[config.mk]
export PLATFORM = sky130hd
export DESIGN_NAME = pfh_front_flat
export DESIGN_NICKNAME = d
export VERILOG_FILES = /design/src/rtl/pfh_pkg.sv /design/src/rtl/pfh_if.sv /design/src/rtl/pfh_front.sv /design/src/flat_wrapper.sv
export SDC_FILE = /design/constraint.sdc
export NUM_CORES = 1
export LEC_CHECK = 0
export BUFFER_PORTS_ARGS = -buffer_cell sky130_fd_sc_hd__buf_2
export CORE_UTILIZATION = 34
export DETAILED_ROUTE_END_ITERATION = 7
export GPL_TIMING_DRIVEN = 0
export PLACE_DENSITY = 0.94
export RECOVER_POWER = 100
export SLEW_MARGIN = 20
export SYNTH_ARGS = -nofsm -noshare
export SYNTH_HDL_FRONTEND = slang
export SYNTH_SLANG_ARGS = --single-unit
[constraint.sdc]
create_clock -name vclk -period 2.2
set_clock_uncertainty 0.05 [all_clocks]
set_input_delay 0.33 -clock vclk [all_inputs]
set_output_delay 0.33 -clock vclk [all_outputs]
set_load 0.05 [all_outputs]
[src/rtl/pfh_pkg.sv]
// ----------------------------------------------------------------------------
// pfh_pkg
// shared types and constants of the prime factor histogram core
// ----------------------------------------------------------------------------
`default_nettype none
package pfh_pkg;

    localparam int MAX_VALUE_DEF  = 65536;
    localparam int COUNT_BITS_DEF = 17;
    localparam int IN_W           = 16;
    localparam int OUT_W          = 20;
    localparam logic [OUT_W-1:0] CNT_OUT_MAX = 20'hFFFFF;

    localparam logic KIND_LOAD  = 1'b0;
    localparam logic KIND_QUERY = 1'b1;

    typedef enum logic [1:0] {
        OP_LOAD  = 2'd0,
        OP_QUERY = 2'd1,
        OP_ZERO  = 2'd2
    } t_op;

    typedef struct packed {
        t_op             op;
        logic [IN_W-1:0] value;
        logic [IN_W-1:0] lo;
        logic [IN_W-1:0] hi;
    } t_cmd;

    typedef struct packed {
        logic valid;
        t_cmd cmd;
    } t_push;

endpackage
`default_nettype wire

[src/rtl/pfh_if.sv]
// ----------------------------------------------------------------------------
// pfh_in_if / pfh_out_if
// valid/ready channels of the core
// ----------------------------------------------------------------------------
`default_nettype none
interface pfh_in_if;
    import pfh_pkg::*;
    logic            valid;
    logic            ready;
    logic            kind;
    logic [IN_W-1:0] value;
    logic [IN_W-1:0] range_low;
    logic [IN_W-1:0] range_high;
    modport source (output valid, kind, value, range_low, range_high, input ready);
    modport sink   (input valid, kind, value, range_low, range_high, output ready);
endinterface

`default_nettype wire

[src/rtl/pfh_front.sv]
// ----------------------------------------------------------------------------
// pfh_front
// accepts input beats and sorts them into work commands
// ----------------------------------------------------------------------------
`default_nettype none
module pfh_front #(
    parameter int MAX_VALUE = pfh_pkg::MAX_VALUE_DEF
) (
    pfh_in_if.sink        i_in,
    input  wire logic     i_full,
    output pfh_pkg::t_push o_push
);
    import pfh_pkg::*;

    assign i_in.ready = !i_full;

    always_comb begin
        o_push.valid     = 1'b0;
        o_push.cmd.op    = OP_LOAD;
        o_push.cmd.value = i_in.value;
        o_push.cmd.lo    = i_in.range_low;
        o_push.cmd.hi    = i_in.range_high;
        if (i_in.valid && i_in.ready) begin
            if (i_in.kind == KIND_LOAD) begin
                // zero, one and out-of-table values leave the histogram alone
                o_push.valid = (i_in.value >= IN_W'(2)) && (32'(i_in.value) < MAX_VALUE);
            end else begin
                o_push.valid = 1'b1;
                if ((i_in.range_low > i_in.range_high) || (32'(i_in.range_low) >= MAX_VALUE)) begin
                    o_push.cmd.op = OP_ZERO;
                end else begin
                    o_push.cmd.op = OP_QUERY;
                end
            end
        end
    end

endmodule
`default_nettype wire

[src/flat_wrapper.sv]
// flat-port wrapper written by rule: the top's interface ports become plain ports
module pfh_front_flat import pfh_pkg::*;
#(
    parameter int MAX_VALUE = pfh_pkg::MAX_VALUE_DEF
)
  (i_full, o_push, i_in_valid, i_in_kind, i_in_value, i_in_range_low, i_in_range_high, i_in_ready);
  pfh_in_if i_in_i ();
  input  wire logic i_full;
  output pfh_pkg::t_push o_push;
  input wire logic [$bits(i_in_i.valid)-1:0] i_in_valid;
  input wire logic [$bits(i_in_i.kind)-1:0] i_in_kind;
  input wire logic [$bits(i_in_i.value)-1:0] i_in_value;
  input wire logic [$bits(i_in_i.range_low)-1:0] i_in_range_low;
  input wire logic [$bits(i_in_i.range_high)-1:0] i_in_range_high;
  output wire logic [$bits(i_in_i.ready)-1:0] i_in_ready;
  assign i_in_i.valid = i_in_valid;
  assign i_in_i.kind = i_in_kind;
  assign i_in_i.value = i_in_value;
  assign i_in_i.range_low = i_in_range_low;
  assign i_in_i.range_high = i_in_range_high;
  assign i_in_ready = i_in_i.ready;
  pfh_front #(.MAX_VALUE(MAX_VALUE)) u_core (.i_in(i_in_i), .i_full(i_full), .o_push(o_push));
endmodule
# [Word level (Yosys, flattened, before mapping)]
# Index checks and enable logic that the tools add are counted.
[classes] magnitude_cmp=2 n_mux=4 reduce_logical=2
[op_table] operator="$ge A16 B2 Y1 const B" n=1
[op_table] operator="$gt A16 B16 Y1" n=1
[op_table] operator="$mux W2" n=2
[op_table] operator="$mux W3" n=1
[op_table] operator="$logic_and A1 B1 Y1" n=1
[op_table] operator="$logic_not A1 Y1" n=1
[op_table] operator="$mux W1" n=1
[word_totals] register_bits=0 inputBits=51 output_inout_bits=52 wordCells=8

# [Logic depth before layout (Yosys ltp)]
[logic_depth] ltp_word=4 ltp_mapped=7 depth_no_buf=7

# [Worst setup path before layout]
# No wires, ideal clock.
[synth_timing] kind="input to output" startpoint="in i_in_range_high[15]" endpoint="out o_push[48] in the netlist's numbering" arrival_time_ns=1.988 required_ns=1.820 slack_ns=-0.168 path_stages=6 n_path_buf=0 cell_sequence="inv_1 -> ha_1 -> nand4_2 -> nor4_2 -> nand2_1 -> a21oi_1"
[synth_lines] element="from (decl)" line_no="flat_wrapper.sv:14" rtl="input wire logic [$bits(i_in_i.range_high)-1:0] i_in_range_high;"
[synth_lines] element="to (decl)" line_no="flat_wrapper.sv:9" rtl="output pfh_pkg::t_push o_push;"

==> impl_metrics.ini <==
[setup_path]
worst-path-buf-inv = 3
cp_data_arrival_time_ns = 1.82
crit_path_start_kind = input pin
critical-path-top-delay-family = simple AND/OR/NAND/NOR gates
cp_cell_sequence = buf_6, inv_4, ha_4, nand4_4, nor4_4, a21boi_2, nand3b_1, and3b_2, buf_8
largest_fanout_on_the_critical_path = 3
worst_path_required_time_ns = 1.82
worstSetupPathType = in2out
slowest_delay_ns = 0.31
critical_path.endpoint_type = primary output
timing.critical_path.slowest_stage_cell = nor4_4

[drt]
detail_route.wirelength.met1_um = 979
drt_first_iter_violations = 4
drc_errors = 0
drt-wirelength-per-cell_um = 11.8
detail_route.vias_per_cell = 4.31
postRouteAntennaNets = 0
totalWireLength_um = 2930
via_count = 1072
drt-pass1-iter-count = 3
met3_wirelength_um = 143
dr.max_layer_used = met4
wl_met2_um = 1730

[global_route]
wire_length_of_the_first_global_routing_pass_um = 3820
grt_max_degree = 5
first_global_vias = 929
groute.usage.overall_pct = 18.4
antenna_found_initial = 0
globalRouteOverflowTotal = 0

[sta]
fin_crit_sh_pct = 100
fmaxAchievable_mhz = 455
maxSlewHeadroom_pct = 59.2
layout_min_cycle_time_ns = 2.20
rsz0062_at_grt = true
worst_pin_slew_ns = 0.615
timing.final.max_slew_violations = 0
report.final.setup_viol = 0
fin_tns_setup_ns = 0
timing_hold_violations_final = 0

[logic_synthesis]
syn-instance-count = 116
ys_seq_area_share_pct = 0
synth.top_cells.by_area = buf_4 (43%), ha_1 (24%), inv_1 (7.7%)
post-synth-top-area-cell = buf_4
synth_area_per_cell_um2 = 7.18
synthMostInstantiatedCell = buf_4
synth.cell_area_um2 = 833
synthTopCellsByCount = buf_4 (48), inv_1 (17), ha_1 (16), a21oi_1 (7)
synthDistinctLibCells = 20
synthesis.yosys.warnings = 0
syn-num-nets = 183
yosysTopAreaCellShare_pct = 43.2

[min_path]
hold_path_startpoint = i_in_value[0]
worstHoldPathCells = 2
hold_end = o_push[32]
hold_path.class = in2out

[die]
die_height_um = 51.5
floorplan.rows = 17
core_um2 = 2250
die-area_um2 = 2650
starting_density_of_the_core_pct = 37.0
design.portCount = 103
dieWidth_um = 51.5

[layout]
areaGrowthSynthToFinish_pct = 94.7
num-nets-final = 290
antennaDiodeCount = 0
post_route_cells_drive_above_1_share_pct = 57.0
ff_latch_count = 0
layoutNonFillerInstCount = 249
final_cell_area_um2 = 1620
area.sequential_um2 = 0
clock_buffer_count = 0

[power_and_ir_drop]
power.static_leakage_nw = 0.829
ir_drop_mv = 0.194
power_per_cell_area_nw_per_um2 = 292

[outcome]
run_status = completed

[placement]
placed_cells = 246
gpl.final_weighted_congestion = 0.794
place.detailed.hpwl_um = 2190
io_buffers = 102
placedInstanceArea_um2 = 1380

[flow_run]
cap_violations = 0
==> metrics by stage <==
stage / power (mW) / util (%) / hold slack (ns) / setup WS [ns]
global route: 0.502 / 72.0 / 1.00 / -0.112
finish: 0.473 / 72.0 / 0.994 / 0.000897
floorplan: 0.304 / - / 0.777 / 0.0762
detailed placement: 0.413 / 61.4 / 0.913 / -0.281
CTS: 0.444 / 67.5 / 0.913 / -0.0338
global placement: 0.406 / 61.4 / 0.912 / -0.263
==> logic make-up (layout without fill, tap and decap cells) <==
family          Yosys count  in the layout  synth area share [%]
buf+inv                  65            170                  50.9
simple gates             24             24                  17.9
fa+ha+maj                16             16                  24.0
compound gates           11             11                  7.21
==> layout make-up <==
cell class | count | area, um^2
fill | 209 | 632
multi-input combinational | 51 | 556
inverter | 17 | 73.8
buffer | 48 | 360
tap | 28 | 35.0
timing repair buffer | 105 | 598
==> cell usage in the layout, fill, tap and decap left out, drive strengths merged <==
cell and count:
o211ai 1, nor2 2, ha 16, nor2b 1, nand2 5, and3 1, a21boi 1, nand3 1
clkbuf 50, buf 103, nor4 6, nor3 1, a21oi 7, and3b 1, o21ai 2, and4 1
nand3b 1, inv 17, nand4 4
==> how the worst max path moves through the flow <==
| stage | from | cells past startpoint | slack, ns | endpoint |
|---|---|---|---|---|
| after global routing | i_in_range_high[13] | 9 | -0.11 | o_push[49] |
| after detailed placement | i_in_range_high[15] | 9 | -0.28 | o_push[49] |
| final | i_in_range_high[13] | 9 | 0.0009 | o_push[49] |
| after floorplan | i_in_range_high[15] | 7 | 0.08 | o_push[49] |
| after global placement | i_in_range_high[15] | 9 | -0.26 | o_push[49] |
| after CTS | i_in_range_high[5] | 9 | -0.03 | o_push[49] |
==> routing by layer <==
layer | global-route usage [%] | vias to the layer above
met5 | 0 | -
met4 | 0.901 | 0
met3 | 0.877 | 8
met2 | 42.0 | 47
met1 | 17.9 | 467
li1 | - | 550
==> report_power, final <==
group / leakage (nW) / internal, mW / switching (mW)
logic: 0.829 / 0.180 / 0.293
registers: 0 / 0 / 0
clock network: 0 / 0 / 0
total: 0.829 / 0.180 / 0.293
==> repair_timing <==
| action | in CTS | in global routing |
|---|---|---|
| gates resized for setup | 27 | 29 |
| pin swaps | 7 | 9 |
| gates cloned | 0 | 0 |
| endpoints found under the setup margin | 2 | 2 |
| hold buffers | 0 | 0 |
| setup buffers | 1 | 2 |
No activity file was read; power rests on OpenSTA's default activity.
