File: src/rtl/pfh_pkg.sv
// ----------------------------------------------------------------------------
// pfh_pkg
// shared types and constants of the prime factor histogram core
// ----------------------------------------------------------------------------
`default_nettype none
package pfh_pkg;

    localparam int MAX_VALUE_DEF  = 65536;
    localparam int COUNT_BITS_DEF = 17;
    localparam int IN_W           = 16;
    localparam int OUT_W          = 20;
    localparam logic [OUT_W-1:0] CNT_OUT_MAX = 20'hFFFFF;

    localparam logic KIND_LOAD  = 1'b0;
    localparam logic KIND_QUERY = 1'b1;

    typedef enum logic [1:0] {
        OP_LOAD  = 2'd0,
        OP_QUERY = 2'd1,
        OP_ZERO  = 2'd2
    } t_op;

    typedef struct packed {
        t_op             op;
        logic [IN_W-1:0] value;
        logic [IN_W-1:0] lo;
        logic [IN_W-1:0] hi;
    } t_cmd;

    typedef struct packed {
        logic valid;
        t_cmd cmd;
    } t_push;

endpackage
`default_nettype wire

File: src/rtl/pfh_queue.sv
// ----------------------------------------------------------------------------
// pfh_queue
// two-entry command queue between front and back
// ----------------------------------------------------------------------------
`default_nettype none
module pfh_queue (
    input  wire logic          i_clk,
    input  wire logic          i_rst_n,
    input  pfh_pkg::t_push     i_push,
    output logic               o_full,
    output logic               o_valid,
    output pfh_pkg::t_cmd      o_cmd,
    input  wire logic          i_pop
);
    import pfh_pkg::*;

    t_cmd       r_mem [2];
    logic       r_wp, r_rp;
    logic [1:0] r_cnt;
    logic       w_pop;

    assign o_full  = (r_cnt == 2'd2);
    assign o_valid = (r_cnt != 2'd0);
    assign o_cmd   = r_mem[r_rp];
    assign w_pop   = i_pop && o_valid;

    always_ff @(posedge i_clk) begin
        if (i_push.valid) begin
            r_mem[r_wp] <= i_push.cmd;
        end
    end

    always_ff @(posedge i_clk) begin
        if (!i_rst_n) begin
            r_wp  <= 1'b0;
            r_rp  <= 1'b0;
            r_cnt <= 2'd0;
        end else begin
            if (i_push.valid) r_wp <= !r_wp;
            if (w_pop)        r_rp <= !r_rp;
            r_cnt <= r_cnt + 2'(i_push.valid) - 2'(w_pop);
        end
    end

endmodule
`default_nettype wire

File: config.mk
export PLATFORM = sky130hd
export DESIGN_NAME = pfh_queue
export DESIGN_NICKNAME = d
export VERILOG_FILES = /design/src/rtl/pfh_pkg.sv /design/src/rtl/pfh_queue.sv
export SDC_FILE = /design/constraint.sdc
export NUM_CORES = 1
export LEC_CHECK = 0
export BUFFER_PORTS_ARGS = -buffer_cell sky130_fd_sc_hd__buf_2
export CAP_MARGIN = 0
export CORE_AREA = 2 2 100 83
export DETAILED_ROUTE_END_ITERATION = 6
export DIE_AREA = 0 0 102 85
export HOLD_SLACK_MARGIN = 0.05
export MAX_ROUTING_LAYER = met4
export PLACE_DENSITY_LB_ADDON = 0.25
export SETUP_SLACK_MARGIN = 0.05
export SYNTH_ARGS = -nofsm -noshare
export SYNTH_HDL_FRONTEND = slang
export SYNTH_SLANG_ARGS = --single-unit
File: constraint.sdc
create_clock -name i_clk -period 5.48 [get_ports i_clk]
set_input_delay 1.096 -clock i_clk [delete_from_list [all_inputs] [get_ports i_clk]]
set_output_delay 1.096 -clock i_clk [all_outputs]
set_load 0.01 [all_outputs]
# Yosys cells after proc, flatten, opt, wreduce, memory -nomap -nowiden
# Memory sizes are Yosys's and may differ from the RTL's. A register that Yosys moved wholly into a read port is not among the register bits.
# Index checks and enable logic that the tools add are counted.
[word_totals] mem_bits_rw=100 latch_bits=0 n_memories=1 out_inout_bits=52 in_bits=54 elab_cells=15 register_bits=4 mem_bits_ro=0
[mem_list] memory="r_mem" depth=2 width=50 read_ports=1 rd_ports_with_merged_regs=1 write_ports=1 line="pfh_queue.sv:17" source="t_cmd r_mem [2];"
[classes] muxes=4 magnitude_cmp=0 shift=0 n_eq_ne=1 n_addsub=2 div_mod_pow=0 n_mul=0 n_reduce_logical=4 bitwise_logic=0
[op_table] operator="$mux W1" n=4
[op_table] operator="$add A2 B1 Y2" n=1
[op_table] operator="$eq A2 B2 Y1 const B" n=1
[op_table] operator="$logic_not A1 Y1" n=2
[op_table] operator="$reduce_bool A2 Y1" n=1
[op_table] operator="$sub A2 B1 Y2" n=1
[op_table] operator="$logic_and A1 B1 Y1" n=1

# Logic depth before layout (Yosys ltp)
# Gate-level depths: netlist (run 1).
[depth] ltp_word=4 ltp_mapped=6 ltp_nobuf=6

# Least setup slack after synthesis (run 1)
# OpenSTA, ideal clock, no wires.
[synth_timing] path_kind="input to register" from="input i_push[50] in the netlist's numbering" to="memory r_mem[0][0] in the netlist's numbering (enable)" t_arrival_ns=3.343 path_buffers=0 setup_time_ns=0.465 required_ns=5.015 stages=1 slack_ns=1.672 cell_sequence="nor2b_1"
[synth_between] elab_chain_len=2
[synth_lines] item="from (decl)" line="pfh_queue.sv:9" source="input pfh_pkg::t_push i_push,"
[synth_lines] item="$mux W1" line="pfh_queue.sv:28" source="if (i_push.valid) begin"
[synth_lines] item="$mux W1 (not written as such)" line="pfh_queue.sv:29" source="r_mem[r_wp] <= i_push.cmd;"
[synth_lines] item="to (decl)" line="pfh_queue.sv:17"
# Every way passes these cells.

==> impl_metrics.toml, run 1 <==
[timing]
period_needed_ps = 2960
tightest_slew_ps = 949
tns_ps = 0
max_freq_ghz = 0.338
clock_skew_ps = 13.0
finalSetupViolations = 0
maxSlewViolCount = 0
rsz0062_at_grt = "false"
fin_crit_sh = 0.539
relSlewSlack = 0.368
hold_viol_final = 0

[layout]
antenna_cells = 0
fillers = 587
drive_gt1_frac = 0.591
nets = 347
layout_commonest_cell = "buf_2"
area_growth_pct = 19.2
final_cell_mix = "105 x buf_2, 100 x edfxtp_1, 50 x mux2_4"

[route]
drc = 0
via_per_inst = 4.74
drt_pass1_iterations = 4
num_vias = 1914
ant_nets = 0
wl_per_cell_um = 15.7
drt-initial-drc-count = 84
finalWirelength_um = 6340

[setup_path]
start_kind = "register"
rr_startpoint = "r_wp"
worstPathArrival_ps = 1860
r2r-end = "r_mem[1][25]"
crit_required_ps = 4380
critical_path_class = "reg2out"
reg2reg_depth = 2
worst-path-max-fanout = 50
crit_path_end_kind = "primary output"
ff2ff_setup_slack_ps = 3990

[floorplanning]
coreArea_sq_mm = 0.00769
rows = 29
die_w_um = 102
io_pins = 106
die_area_sq_mm = 0.00867
start_util = 0.534
fp.dieH_um = 85

[power_and_ir_drop]
power.total_mw = 1.90
power.leakage_nw = 1.95
peakVddDrop_uv = 275
pwr_density_cell_mw_per_mm2 = 388

[synth]
synth_seq_area_share = 0.755
synth_nets = 235
netlist_area_sq_mm = 0.00411
synth_cell_types = 15
synthCells = 179
yosys_warnings = 0
ys_ff_latch = 105
synth.avg_cell_area_sq_um = 23.0

[clock_network]
cts_root_buf = "clkbuf_8"
cts_buffers = 9
insertion_delay_ps = 350
clk_pin_slew_worst_paths_ps = 80
ctsResizeCount = 0
clock_path_buffers = 2
cts.sinks = 105
htree_num_levels = 3
cts_tree = "done"
post_cts.repair.setup_buffers = 0
cts_hold_buf = 0

[global_routing]
grt_max_degree = 52
antenna_found_initial = 0
track_usage = 0.156
grt_pass1_vias = 1954
grt_pass1_wl_um = 9440
grt_overflow = 0

[place]
place_congestion = 0.714
dp_hpwl_um = 3970
portBuffers = 105

[run]
max-cap-violations = 0

[min_path]
hp-start = "r_rp"
hp-class = "reg2reg"
holdPathStages = 2

[outcome]
status = "complete, no violations"
[report_power, final]
| group | leakage, nW | switching [mW] | total [mW] | internal (mW) |
|---|---|---|---|---|
| clock network | 0.108 | 0.239 | 0.497 | 0.258 |
| registers | 0.981 | 0.0786 | 1.01 | 0.935 |
| logic | 0.862 | 0.143 | 0.390 | 0.248 |
| total | 1.95 | 0.461 | 1.90 | 1.44 |
[registers in the layout, indices dropped and copies added (netlist names), named ones only]
register,count
r_cnt,2
r_rp,1
r_mem,100
r_wp,1
[layout make-up]
type | instances | area, sq um | share of cell area
inverter | 2 | 7.51 | 0.00153
sequential | 105 | 3110 | 0.635
tap | 108 | 135 | 0.0276
clock buffer | 11 | 131 | 0.0268
clock inverter | 5 | 78.8 | 0.0161
timing repair buffer | 107 | 541 | 0.110
multi-input combinational | 66 | 896 | 0.183
[synth_stat cells]
cell type | n | area, sq um
mux2_4 | 50 | 751
o21a_1 | 2 | 15.0
inv_1 | 2 | 7.51
nand2b_1 | 1 | 6.26
xnor3_1 | 1 | 22.5
nand2_1 | 1 | 3.75
and2_1 | 2 | 12.5
or2_2 | 1 | 6.26
dfxtp_1 | 5 | 100
ha_1 | 2 | 25.0
buf_12 | 5 | 100
buf_6 | 1 | 11.3
nor2b_1 | 4 | 25.0
mux2i_1 | 2 | 20.0
edfxtp_1 | 100 | 3000
[critical path, stage by stage (launching register included)]
cell,delay [ps]
dfxtp_4,980
mux2_4,360
buf_2,140
[per-stage QoR]
step | setup slack, ps | util | cell area (sq um) | instances | hold WS (ps)
6_report | 2520 | 0.636 | 4900 | 404 | 479
5_1_grt | 2410 | 0.636 | 4900 | 404 | 518
4_1_cts | 2490 | 0.636 | 4900 | 404 | 479
3_5_place_dp | 2880 | 0.609 | 4690 | 388 | 462
3_3_place_gp | 2870 | 0.609 | 4690 | 388 | 452
2_1_floorplan | 1670 | - | 4110 | 179 | 452
[per-layer routing]
| metal | part of all wire | routed length [um] | vias up | GRT usage |
|---|---|---|---|---|
| li1 | - | - | 922 | - |
| met1 | 0.44 | 2810 | 915 | 0.199 |
| met2 | 0.47 | 2990 | 69 | 0.234 |
| met3 | 0.076 | 482 | 8 | 0.0618 |
| met4 | 0.0098 | 62 | 0 | 0.0436 |
| met5 | 0 | 0 | - | - |
[how the worst max path moves through the flow]
stage          startpoint     endpoint  slack [ps]  depth (start not counted)
2_1_floorplan  i_push[50]  r_mem[0][0]        1670                          1
3_3_place_gp     register    o_cmd[20]        2870                          2
3_5_place_dp     register    o_cmd[28]        2880                          2
4_1_cts          register    o_cmd[28]        2490                          2
5_1_grt          register     o_cmd[9]        2410                          2
6_report         register     o_cmd[9]        2520                          2
[kinds of logic (layout without fill, tap and decap cells)]
family	after synthesis	after routing	synth area share
AO/OA/AOI/OAI	2	2	0.00365
multiplexers	52	52	0.188
flip-flops	105	105	0.755
AND/OR/NAND/NOR	9	9	0.0131
adder cells (fa/ha/maj)	2	2	0.00609
buffers and inverters	8	125	0.0289
XOR/XNOR	1	1	0.00548
Power figures use the tool's default switching activity.
==> run 2, diff against run 1 <==
--- a/config.mk
+++ b/config.mk
@@ -7,9 +7,9 @@
 export LEC_CHECK = 0
 export BUFFER_PORTS_ARGS = -buffer_cell sky130_fd_sc_hd__buf_2
 export CAP_MARGIN = 0
-export CORE_AREA = 2 2 100 83
+export CORE_AREA = 2 2 103 85
 export DETAILED_ROUTE_END_ITERATION = 6
-export DIE_AREA = 0 0 102 85
+export DIE_AREA = 0 0 105 87
 export HOLD_SLACK_MARGIN = 0.05
 export MAX_ROUTING_LAYER = met4
 export PLACE_DENSITY_LB_ADDON = 0.25
==> constraint.sdc (replaced) <==
create_clock -name i_clk -period 2.85 [get_ports i_clk]
set_input_delay 0.57 -clock i_clk [delete_from_list [all_inputs] [get_ports i_clk]]
set_output_delay 0.57 -clock i_clk [all_outputs]
set_load 0.01 [all_outputs]
==> impl_metrics.toml, run 2 (synthesis results as in run 1) <==
[floorplanning]
die_w_um = 105
io_pins = 106
die_area_sq_mm = 0.00914
start_util = 0.502
fp.dieH_um = 87
coreArea_sq_mm = 0.00818
rows = 30

[timing]
maxSlewViolCount = 0
tns_ps = 0
rsz0062_at_grt = "false"
finalSetupViolations = 0
hold-worst-slack_ps = 391
setup_slack_ps = 493
hold_viol_final = 0
relSlewSlack = 0.646
max_freq_ghz = 0.424
period_needed_ps = 2360
fin_crit_sh = 0.827
tightest_slew_ps = 531
clock_skew_ps = 11.7

[global_routing]
grt_overflow = 0
grt_pass1_vias = 1929
antenna_found_initial = 0
track_usage = 0.149
grt_pass1_wl_um = 9620
grt_max_degree = 31

[setup_path]
start_kind = "register"
worstPathArrival_ps = 1790
cpPeakStageDelay_ps = 620
slowest_stage = "dfxtp_4"
worst-path-max-fanout = 30
path_cells = "buf_12, mux2_4, buf_2"
critical_path_class = "reg2out"
crit_required_ps = 2280
crit_path_end_kind = "primary output"

[place]
dp_hpwl_um = 4250
post-place-ws_ps = 879
dp.cells = 394
portBuffers = 105
place_congestion = 0.773

[clock_network]
cts.sinks = 105
htree_num_levels = 3
cts_root_buf = "clkbuf_8"
clock_path_buffers = 2
cts_hold_buf = 0
cts_buffers = 9
ctsResizeCount = 0
clk_pin_slew_worst_paths_ps = 100
insertion_delay_ps = 360
post_cts.repair.setup_buffers = 0
cts_tree = "done"

[layout]
final_cell_mix = "105 x buf_2, 100 x edfxtp_1, 50 x mux2_4"
final_cells = 410
largest_register_ffs = 100
fillers = 661
nets = 349
drive_gt1_frac = 0.594
antenna_cells = 0
area_growth_pct = 19.3
layout_commonest_cell = "buf_2"
top_regs = "r_mem (100), r_cnt (2)"
regMostFlops = "r_mem"

[route]
via_per_inst = 4.72
num_vias = 1934
drt-initial-drc-count = 66
drc = 0
finalWirelength_um = 6420
ant_nets = 0
wl_per_cell_um = 15.7
drt_pass1_iterations = 4

[min_path]
hp-class = "in2reg"

[run]
max-cap-violations = 0

[power_and_ir_drop]
peakVddDrop_uv = 334
power.leakage_nw = 1.94
pwr_density_cell_mw_per_mm2 = 716

[outcome]
status = "complete, no violations"
-- run 2: cell types whose count changed in the layout (fill, tap and decap cells not counted) --
| cell | delta |
|---|---|
| clkinvlp_4 | +1 |
| buf_12 | +2 |
| clkinv_4 | +1 |
| inv_6 | +1 |
| bufinv_16 | -2 |
| clkinv_2 | -1 |
-- run 2: metrics by stage --
stage / utilization / instance area, sq um / power (mW)
floorplan: - / 4110 / 2.56
global placement: 0.578 / 4730 / 2.75
detailed placement: 0.578 / 4730 / 2.76
CTS: 0.599 / 4900 / 3.55
global route: 0.599 / 4900 / 3.67
finish: 0.599 / 4900 / 3.51
-- run 2: layout make-up --
class / instances / area (sq um) / share of cell area
Tap cell: 112 / 140 / 0.0286
Sequential cell: 105 / 3110 / 0.634
Clock buffer: 11 / 131 / 0.0268
Timing Repair Buffer: 109 / 581 / 0.118
Multi-Input combinational cell: 66 / 896 / 0.183
Inverter: 2 / 7.51 / 0.00153
Clock inverter: 5 / 38.8 / 0.00791
-- run 2: where the power goes --
group          internal (mW)  total [mW]  switching [mW]
Sequential              1.80        1.88          0.0843
Combinational          0.486       0.833           0.347
Clock                  0.325       0.795           0.470
Total                   2.61        3.51           0.902
-- run 2: path summary, 6_finish.rpt --
check,start,endpoint,slack (ps),cells past startpoint
max reg2reg,r_cnt[1],r_cnt[1],1370,6
min,i_push[17],r_mem[1][17],390,1
max,register,o_cmd[21],490,3
min reg2reg,r_rp,register,480,2
-- run 2: worst max-delay path, delay by kind of cell, from the launching register on --
family                 cells  cell delay (ps)
flip-flops                 1              620
multiplexers               1              330
buffers and inverters      2              440
-- run 2: routing by layer --
| metal | up-vias | GRT usage | wire length (um) |
|---|---|---|---|
| li1 | 925 | - | - |
| met1 | 921 | 0.182 | 2810 |
| met2 | 80 | 0.229 | 3050 |
| met3 | 8 | 0.0568 | 485 |
| met4 | 0 | 0.0509 | 71 |
| met5 | - | - | 0 |
==> run 3, diff against run 2 <==
--- a/config.mk
+++ b/config.mk
@@ -7,9 +7,9 @@
 export LEC_CHECK = 0
 export BUFFER_PORTS_ARGS = -buffer_cell sky130_fd_sc_hd__buf_2
 export CAP_MARGIN = 0
-export CORE_AREA = 2 2 103 85
+export CORE_AREA = 2 2 108 89
 export DETAILED_ROUTE_END_ITERATION = 6
-export DIE_AREA = 0 0 105 87
+export DIE_AREA = 0 0 110 91
 export HOLD_SLACK_MARGIN = 0.05
 export MAX_ROUTING_LAYER = met4
 export PLACE_DENSITY_LB_ADDON = 0.25
==> constraint.sdc (replaced) <==
create_clock -name i_clk -period 2 [get_ports i_clk]
set_input_delay 0.4 -clock i_clk [delete_from_list [all_inputs] [get_ports i_clk]]
set_output_delay 0.4 -clock i_clk [all_outputs]
set_load 0.01 [all_outputs]
==> impl_metrics.toml, run 3 (synthesis results as in run 1) <==
[clock_network]
clock_path_buffers = 2
cts.sinks = 105
insertion_delay_ps = 350
cts_buffers = 9
cts_tree = "done"
cts_root_buf = "clkbuf_8"
clk_pin_slew_worst_paths_ps = 90
ctsResizeCount = 0
htree_num_levels = 3

[floorplanning]
fp.dieH_um = 91
start_util = 0.463
die_area_sq_mm = 0.0100
io_pins = 106
coreArea_sq_mm = 0.00888
rows = 31
die_w_um = 110

[setup_path]
start_kind = "register"
worst-path-max-fanout = 17
crit_required_ps = 1600
worstPathArrival_ps = 1450
cpPeakStageDelay_ps = 430
crit_path_end_kind = "primary output"
path_cells = "buf_12, mux2_4, buf_2"
critical_path_class = "reg2out"
slowest_stage = "dfxtp_4"

[global_routing]
grt_pass1_vias = 2111
grt_max_degree = 45
grt_pass1_wl_um = 10300
track_usage = 0.143
antenna_found_initial = 0
grt_overflow = 0

[route]
ant_nets = 0
wl_per_cell_um = 16.0
num_vias = 2009
drt-initial-drc-count = 37
finalWirelength_um = 6680
drt_pass1_iterations = 4
drc = 0
via_per_inst = 4.82

[layout]
regMostFlops = "r_mem"
fin_util = 0.563
top_regs = "r_mem (100), r_cnt (2)"
largest_register_ffs = 100
fillers = 716
area_growth_pct = 21.7
final_cell_mix = "105 x buf_2, 100 x edfxtp_1, 50 x mux2_4"
layout_commonest_cell = "buf_2"
drive_gt1_frac = 0.599
nets = 353
antenna_cells = 0

[timing]
max_freq_ghz = 0.541
hold_viol_final = 0
rsz0062_at_grt = "false"
finalSetupViolations = 0
relSlewSlack = 0.765
fin_crit_sh = 0.924
tightest_slew_ps = 352
period_needed_ps = 1850
maxSlewViolCount = 0
clock_skew_ps = 5.17
tns_ps = 0

[place]
place_congestion = 0.698
portBuffers = 105
dp_hpwl_um = 4570

[power_and_ir_drop]
power.leakage_nw = 1.98
peakVddDrop_uv = 461
pwr_density_cell_mw_per_mm2 = 1040

[run]
max-cap-violations = 0

[min_path]
hp-class = "in2reg"

[outcome]
status = "complete, no violations"
-- run 3: cell types whose count changed in the layout (fill, tap and decap cells not counted) --
cell	delta
bufinv_16	+1
clkinv_4	-1
clkbuf_8	+1
buf_4	+1
buf_12	+3
inv_6	-2
clkinvlp_4	+2
clkinv_2	-1
-- run 3: worst max-delay path: cells and delay by family (launching register included) --
| kind | cells | cell delay, ps |
|---|---|---|
| buf+inv | 2 | 340 |
| mux | 1 | 320 |
| flops | 1 | 430 |
-- run 3: power breakdown --
| group | switching, mW | internal (mW) |
|---|---|---|
| registers | 0.0734 | 2.56 |
| logic | 0.554 | 0.741 |
| clock network | 0.651 | 0.614 |
-- run 3: repair_timing --
action / 4_1_cts / 5_1_grt
hold buffers: 0 / 0
endpoints found under the setup margin: 37 / 0
setup buffers: 2 / 0
-- run 3: cell type report --
cell class / instances / area, sq um / share of cell area
Sequential cell: 105 / 3110 / 0.621
Multi-Input combinational cell: 66 / 896 / 0.179
Timing Repair Buffer: 113 / 648 / 0.130
Clock buffer: 12 / 145 / 0.0290
Tap cell: 115 / 144 / 0.0288
Clock inverter: 4 / 52.6 / 0.0105
Inverter: 2 / 7.51 / 0.00150
-- run 3: worst paths after layout --
kind | start | end | slack, ps | depth (start not counted)
max | register | o_cmd[16] | 150 | 3
min reg2reg | r_rp | register | 500 | 2
min | i_push[31] | r_mem[0][31] | 230 | 1
max reg2reg | r_cnt[1] | r_cnt[1] | 540 | 6
-- run 3: metrics by stage --
| step | worst slack (ps) | std cells | power (mW) | area, sq um | hold WS [ps] |
|---|---|---|---|---|---|
| 4_1_cts | 106 | 417 | 5.26 | 5000 | 206 |
| 5_1_grt | 69.6 | 417 | 5.44 | 5000 | 204 |
| 6_report | 152 | 417 | 5.19 | 5000 | 231 |
| 3_5_place_dp | 342 | 399 | 3.98 | 4790 | 493 |
| 2_1_floorplan | 395 | 179 | 3.65 | 4120 | 452 |
| 3_3_place_gp | 338 | 399 | 3.96 | 4790 | 453 |
-- run 3: metal layers --
| metal | GRT usage | wire [um] | vias up | part of all wire |
|---|---|---|---|---|
| met5 | - | 0 | - | 0 |
| li1 | - | - | 931 | - |
| met4 | 0.0559 | 82 | 0 | 0.012 |
| met3 | 0.0431 | 412 | 9 | 0.062 |
| met1 | 0.168 | 2860 | 996 | 0.43 |
| met2 | 0.230 | 3330 | 73 | 0.50 |
